--- src/hdl/rce_pkg.sv ---
// Shared types, constants and the Student-t table of the replication confidence estimator.
// Used by every module of the block; depends on nothing.
package rce_pkg;

	localparam int WIDE_W = 128;
	localparam int MULB_W = 64;
	localparam int MIN_SAMPLES = 5;
	localparam int T_SCALE = 60000;
	localparam int T_W = 22;
	localparam int CFG_IDX_W = 2;

	localparam logic [CFG_IDX_W-1:0] REG_CONF_SEL = 2'd0;
	localparam logic [CFG_IDX_W-1:0] REG_ACCURACY = 2'd1;
	localparam logic [CFG_IDX_W-1:0] REG_STATS = 2'd2;

	typedef enum logic [4:0] {
		ST_IDLE,
		ST_SQR,
		ST_LOAD,
		ST_NSS,
		ST_SSQ,
		ST_NN,
		ST_DEN1,
		ST_VAR,
		ST_ROOT,
		ST_TSE,
		ST_SCALE,
		ST_HSQ,
		ST_NCUBE,
		ST_NUM,
		ST_ACC2,
		ST_DEN,
		ST_QUO,
		ST_DONE
	} state_t;

	// t values in thousandths: columns 0..29 are n-2, then 40, 60, 120 and infinite dof
	localparam logic [15:0] T_MILLI [3][34] = '{
		'{16'd6314, 16'd2920, 16'd2353, 16'd2132, 16'd2015, 16'd1943, 16'd1895,
		  16'd1860, 16'd1833, 16'd1812, 16'd1796, 16'd1782, 16'd1771, 16'd1761,
		  16'd1753, 16'd1746, 16'd1740, 16'd1734, 16'd1729, 16'd1725, 16'd1721,
		  16'd1717, 16'd1714, 16'd1711, 16'd1708, 16'd1706, 16'd1703, 16'd1701,
		  16'd1699, 16'd1697, 16'd1684, 16'd1671, 16'd1658, 16'd1645},
		'{16'd12706, 16'd4303, 16'd3182, 16'd2776, 16'd2571, 16'd2447, 16'd2365,
		  16'd2306, 16'd2262, 16'd2228, 16'd2201, 16'd2179, 16'd2160, 16'd2145,
		  16'd2131, 16'd2120, 16'd2110, 16'd2101, 16'd2093, 16'd2086, 16'd2080,
		  16'd2074, 16'd2069, 16'd2064, 16'd2060, 16'd2056, 16'd2052, 16'd2048,
		  16'd2045, 16'd2042, 16'd2021, 16'd2000, 16'd1980, 16'd1960},
		'{16'd63657, 16'd9925, 16'd5841, 16'd4604, 16'd4032, 16'd3707, 16'd3499,
		  16'd3355, 16'd3250, 16'd3169, 16'd3106, 16'd3055, 16'd3012, 16'd2977,
		  16'd2947, 16'd2921, 16'd2898, 16'd2878, 16'd2861, 16'd2845, 16'd2831,
		  16'd2819, 16'd2807, 16'd2797, 16'd2787, 16'd2779, 16'd2771, 16'd2763,
		  16'd2756, 16'd2750, 16'd2704, 16'd2660, 16'd2617, 16'd2576}
	};

	// t value in units of 1/60000, linear between the wide-dof columns
	function automatic logic [T_W-1:0] t_value(input logic [1:0] row, input logic [15:0] col);
		int r;
		int c;
		int v;
		r = (row > 2'd2) ? 2 : int'(row);
		c = int'(col);
		if (c < 30)
			v = int'(T_MILLI[r][c]) * 60;
		else if (c < 40)
			v = int'(T_MILLI[r][29]) * 60
				+ (int'(T_MILLI[r][30]) - int'(T_MILLI[r][29])) * (c - 29) * 6;
		else if (c < 60)
			v = int'(T_MILLI[r][30]) * 60
				+ (int'(T_MILLI[r][31]) - int'(T_MILLI[r][30])) * (c - 39) * 3;
		else if (c < 120)
			v = int'(T_MILLI[r][31]) * 60
				+ (int'(T_MILLI[r][32]) - int'(T_MILLI[r][31])) * (c - 59);
		else
			v = int'(T_MILLI[r][33]) * 60;
		return T_W'(v);
	endfunction

endpackage

--- src/hdl/rce_mul.sv ---
// Bit-serial shift-add multiplier: one multiplier bit per cycle, product modulo 2^128.
// Depends on rce_pkg for the datapath widths.
module rce_mul import rce_pkg::*; (
	input  logic              clk,
	input  logic              arst_n,
	input  logic              start,
	input  logic [WIDE_W-1:0] a,
	input  logic [MULB_W-1:0] b,
	output logic              done,
	output logic [WIDE_W-1:0] p
);

	logic              busy_q;
	logic [WIDE_W-1:0] a_q;
	logic [MULB_W-1:0] b_q;
	logic [WIDE_W-1:0] p_q;

	assign done = busy_q && (b_q == '0);
	assign p = p_q;

	always_ff @(posedge clk or negedge arst_n) begin
		if (!arst_n)
			busy_q <= 1'b0;
		else if (start)
			busy_q <= 1'b1;
		else if (done)
			busy_q <= 1'b0;
	end

	always_ff @(posedge clk) begin
		if (start) begin
			a_q <= a;
			b_q <= b;
			p_q <= '0;
		end else if (busy_q && (b_q != '0)) begin
			if (b_q[0])
				p_q <= p_q + a_q;
			a_q <= a_q << 1;
			b_q <= b_q >> 1;
		end
	end

endmodule

--- config.mk ---
export PLATFORM = sky130hd
export DESIGN_NAME = rce_mul
export DESIGN_NICKNAME = d
export VERILOG_FILES = /design/src/hdl/rce_pkg.sv /design/src/hdl/rce_mul.sv
export SDC_FILE = /design/constraint.sdc
export NUM_CORES = 1
export LEC_CHECK = 0
export ABC_AREA = 1
export BUFFER_PORTS_ARGS = -buffer_cell sky130_fd_sc_hd__buf_2
export CAP_MARGIN = 20
export CORE_ASPECT_RATIO = 1.5
export CORE_MARGIN = 2
export CORE_UTILIZATION = 49
export DETAILED_ROUTE_END_ITERATION = 10
export GPL_ROUTABILITY_DRIVEN = 0
export PLACE_DENSITY = 0.69
export SETUP_SLACK_MARGIN = 0.3
export SLEW_MARGIN = 25
export SYNTH_ARGS = -nofsm -noshare
export SYNTH_HDL_FRONTEND = slang
export SYNTH_SLANG_ARGS = --single-unit
--- constraint.sdc ---
create_clock -name clk -period 6.2 [get_ports clk]
set_input_delay 0.62 -clock clk [delete_from_list [all_inputs] [get_ports clk]]
set_output_delay 0.62 -clock clk [all_outputs]
set_load 0.1 [all_outputs]
# Yosys cells after proc, flatten, opt, wreduce, memory -nomap -nowiden
# Cells that the tools add are included.
# W data, S select, Z words.
[classes] n_reduce_logical=7 multipliers=0 n_bitwise=0 n_div=0 n_mux=6 eq_ne=0 shifts=0 addsub=1 magnitude_cmp=0
[ops] operator="$mux W128" n=2
[ops] operator="$add A128 B128 Y128" n=1
[ops] operator="$mux W64" n=2
[ops] operator="$logic_not A64 Y1" n=1
[ops] operator="$reduce_bool A64 Y1" n=1
[ops] operator="$reduce_bool A2 Y1" n=2
[ops] operator="$logic_and A1 B1 Y1" n=2
[ops] operator="$mux W1" n=2
[ops] operator="$reduce_and A2 Y1" n=1
[word_totals] elab_cells=18 ff_bits=321 mem_bits_ro=0 ram_bits=0 memories=0 out_inout_bits=129 latchBits=0 in_bits=195

# Longest topological paths before layout
[depth] depth_word=4 mapped_depth=19 mapped_depth_nobuf=19

# Worst setup path after synthesis
# No wires, ideal clock.
[synth_path] path_type="input to register" startpoint="in start" endpoint="reg a_q[0] (enable)" path_slack_ns=0.293 setup_ns=1.533 required_ns=4.667 arrival_ns=4.374 path_stages=4 path_buffers=2 path_cell_list="clkinv_1 -> clkbuf_1 -> clkbuf_1 -> nand2_1"
[synth_via] elab_chain_len=1
[synth_lines] item="start: declaration" line_no="rce_mul.sv:6" text="input logic start,"
[synth_lines] item="$reduce_bool A2 Y1 (no line)"
[synth_lines] item="end signal: assignment" line_no="rce_mul.sv:38" text="a_q <= a_q << 1;"
[synth_lines] item="end: declaration" line_no="rce_mul.sv:14" text="logic [WIDE_W-1:0] a_q;"
# No other way between the ends.
# A chain may end at the register's enable or synchronous reset.

# Worst setup path after layout
[layout_path] startpoint="reg b_q[62]" endpoint="out done"
[layout_via] elab_chain_len=2
[layout_lines] item="start: declaration" line_no="rce_mul.sv:15" text="logic [MULB_W-1:0] b_q;"
[layout_lines] item="start signal: assignment" line_no="rce_mul.sv:39" text="b_q <= b_q >> 1;"
[layout_lines] item="$logic_not A64 Y1" line_no="rce_mul.sv:18" text="assign done = busy_q && (b_q == '0);"
[layout_lines] item="$logic_and A1 B1 Y1" line_no="rce_mul.sv:18"
[layout_lines] item="end: declaration" line_no="rce_mul.sv:9" text="output logic done,"
# No other way between the ends.

==> qor.csv <==
metric,value,unit
DRC viols,0,
Die W,196,um
top_reg_cell synth,edfxtp_1,
WS Path Type,flop to primary output,
cell area after synthesis,27000,sq um
Nets,5227,
CTS tree,done,
most frequent cells after synthesis,"nand2_1 (2,097), inv_1 (1,045), nor2_1 (288), a21oi_1 (218), edfxtp_1 (192)",
RSZ-0062 raised after global routing,false,
Core Rows,105,
number of global-route vias before repair,26900,
switching fraction of total power,43.9,%
Core Region,54500,sq um
Pwr Total,8.00,mW
Combinational Power Share,40.3,%
Max Freq,0.319,GHz
post-synth cell types,36,
met3 Track Usage GR,4.46,%
setup ws final,3060,ps
"Net Count, Synth",4941,
initial core utilization,49.5,%
relative slew slack,33.0,%
Overflow after GRT,0,
Final period util,50.6,%
"Warnings, synthesis",0,
hpwl dp,77600,um
H-tree depth,2,
Pre-Repair DR Iteration Count,8,
max_cap viols,0,
IO Pins,324,
final core occ,55.6,%
Setup TNS,0,ps
Post-synth EDFFs,192,
wire per inst,17.1,um
post-CTS setup buffers,0,
grt met1 use,35.6,%
via count,28000,
Cell Pwr Density,264,nW/um^2
Worst Skew,28.5,ps
Int Pwr,4.49,mW
Multi-input gate area,14300,sq um
drt via density,4.98,
clock slew at reported path FFs,60,ps
startpoint types,flop,
antenna violations before repair,1,
reg-to-reg startpoint,a_q[68],
"Clk Latency, worst-skew pair",580,ps
worst-margin pin slew,1010,ps
FF/Latch Area,8350,sq um
Avg Inst Size Synth,5.84,sq um
switching power,3.52,mW
PortBufs,323,
min Tclk post-route,3140,ps
Syn Inst Count,4618,
synth-to-layout area growth,12.4,%
synth top area cells,"nand2_1 (29%), edfxtp_1 (21%), inv_1 (15%)",
first-pass GRT wire length,146000,um
total track usage,33.5,%
Post-synth ARST share,0.312,%
CTS buffer count,34,
busiest grt layer,met2,
Cells after DPL,5562,
# setup viols final,0,
filler instances,5837,
fraction of layout cells with a size suffix above 1,8.80,%
global-route track usage on met2,58.9,%
crit end category,primary output,
top-count cell post-synth,nand2_1,
sequential share of power,33.4,%
crit path DAT,2520,ps
clock group share of total power,26.3,%
clock sink total,321,
cts-stage hold buffer count,1,
run status,finished clean,
clock root cell,clkbuf_16,
Die Y,291,um
CP required,5580,ps
Synth area leader,nand2_1,
peak fanout along the critical path,3,
Layout Cells excl Fill,5627,
clock buffer depth,3,
VDD IR max,0.000233,V
Seq cells post-synth,321,
CTS resizes,0,
First DRT Iteration DRCs,2047,
area fraction of the dominant cell type after synthesis,29.2,%
"worst slack, placed",3250,ps
Routed WL,96100,um
pin count of the biggest net entering global routing,124,
Die Footprint,57000,sq um
Routed Antenna Nets,0,
cell leakage power,18.4,nW
crit path launch,b_q[62],
HP Start,a[97],
final hold viol count,0,
final count of pins violating max slew,0,
"Seq/Total Area, Yosys",31.0,%
Worst Hold Class,primary input to flop,
==> cell families after synthesis <==
logic type	count (synthesis)	share of synthesized area, %
xor gates and xnor gates	63	2.05
DFF	321	31.0
AOI/OAI and AO/OA	328	6.23
and+or+nand+nor	2643	38.7
buffers and inverters	1135	16.1
adders and majority gates	128	5.97
==> layer usage <==
layer	routed length, um	share of wire, %
met3	5680	5.9
met1	35000	36
met2	46000	48
met4	9350	9.7
met5	0	0
==> critical path: stages, from the launching register on <==
cell	delay (ps)
edfxtp_1	400
nor4_1	370
nand4_1	190
nand3b_1	290
nor2_1	230
buf_2	470
==> path summary, 6_finish.rpt <==
| path | to | slack (ps) | cells after the start |
|---|---|---|---|
| setup / recovery | done | 3060 | 5 |
| hold / removal | a_q[97] | 320 | 3 |
| setup reg to reg | p[117] | 3160 | 14 |
| hold reg to reg | p[5] | 480 | 2 |
| max in group asynchronous | busy_q | 5710 | 2 |
| min in group asynchronous | busy_q | 400 | 2 |
==> cell type report <==
cell class	count	share of cell area [%]
multi-input combinational	3162	47.2
sequential	321	27.6
inverter	1052	13.0
timing repair buffer	333	5.71
clock buffer	50	3.10
tap	695	2.87
clock inverter	12	0.516
antenna	2	0.0165
==> cells in the final DEF, fill, tap and decap left out, types with 3 or more instances in the layout <==
cell type / instances
clkbuf_1: 13
nor2_1: 288
nand3_2: 11
xor2_1: 54
buf_2: 322
bufinv_16: 3
dfxtp_1: 128
inv_2: 6
buf_4: 7
nor3_1: 16
clkbuf_16: 34
nand2_2: 12
clkbuf_8: 3
nor3_2: 4
nand4_1: 26
inv_6: 3
o21bai_1: 12
edfxtp_1: 192
nor2_4: 3
nor2_2: 15
and2_1: 5
nand3_1: 154
nor4_1: 9
o21ai_1: 17
ha_1: 127
o21ai_0: 77
nand2_1: 2096
inv_1: 1045
xnor2_1: 9
a21oi_1: 218
==> flip-flops by register name, summed over array words and instances (netlist names) <==
| register | flops |
|---|---|
| a_q | 128 |
| p | 128 |
| b_q | 64 |
| busy_q | 1 |
==> power groups by stage <==
| stage | clock, mW | sequential, mW | combinational [mW] |
|---|---|---|---|
| 2_1_floorplan | 0 | 3.42 | 1.60 |
| 3_3_place_gp | 0 | 2.71 | 3.15 |
| 6_report | 2.10 | 2.67 | 3.23 |
| 5_1_grt | 2.21 | 2.70 | 3.50 |
| 4_1_cts | 2.14 | 2.67 | 3.18 |
| 3_5_place_dp | 0 | 2.72 | 3.17 |
==> per-stage QoR <==
| step | hold slack (ps) | instance area [sq um] |
|---|---|---|
| after floorplan | 324 | 27000 |
| after global placement | 408 | 29200 |
| after detailed placement | 409 | 29200 |
| after CTS | 298 | 30300 |
| after global routing | 316 | 30300 |
| final | 317 | 30300 |
Note: power is estimated with default switching activity, not from simulation.
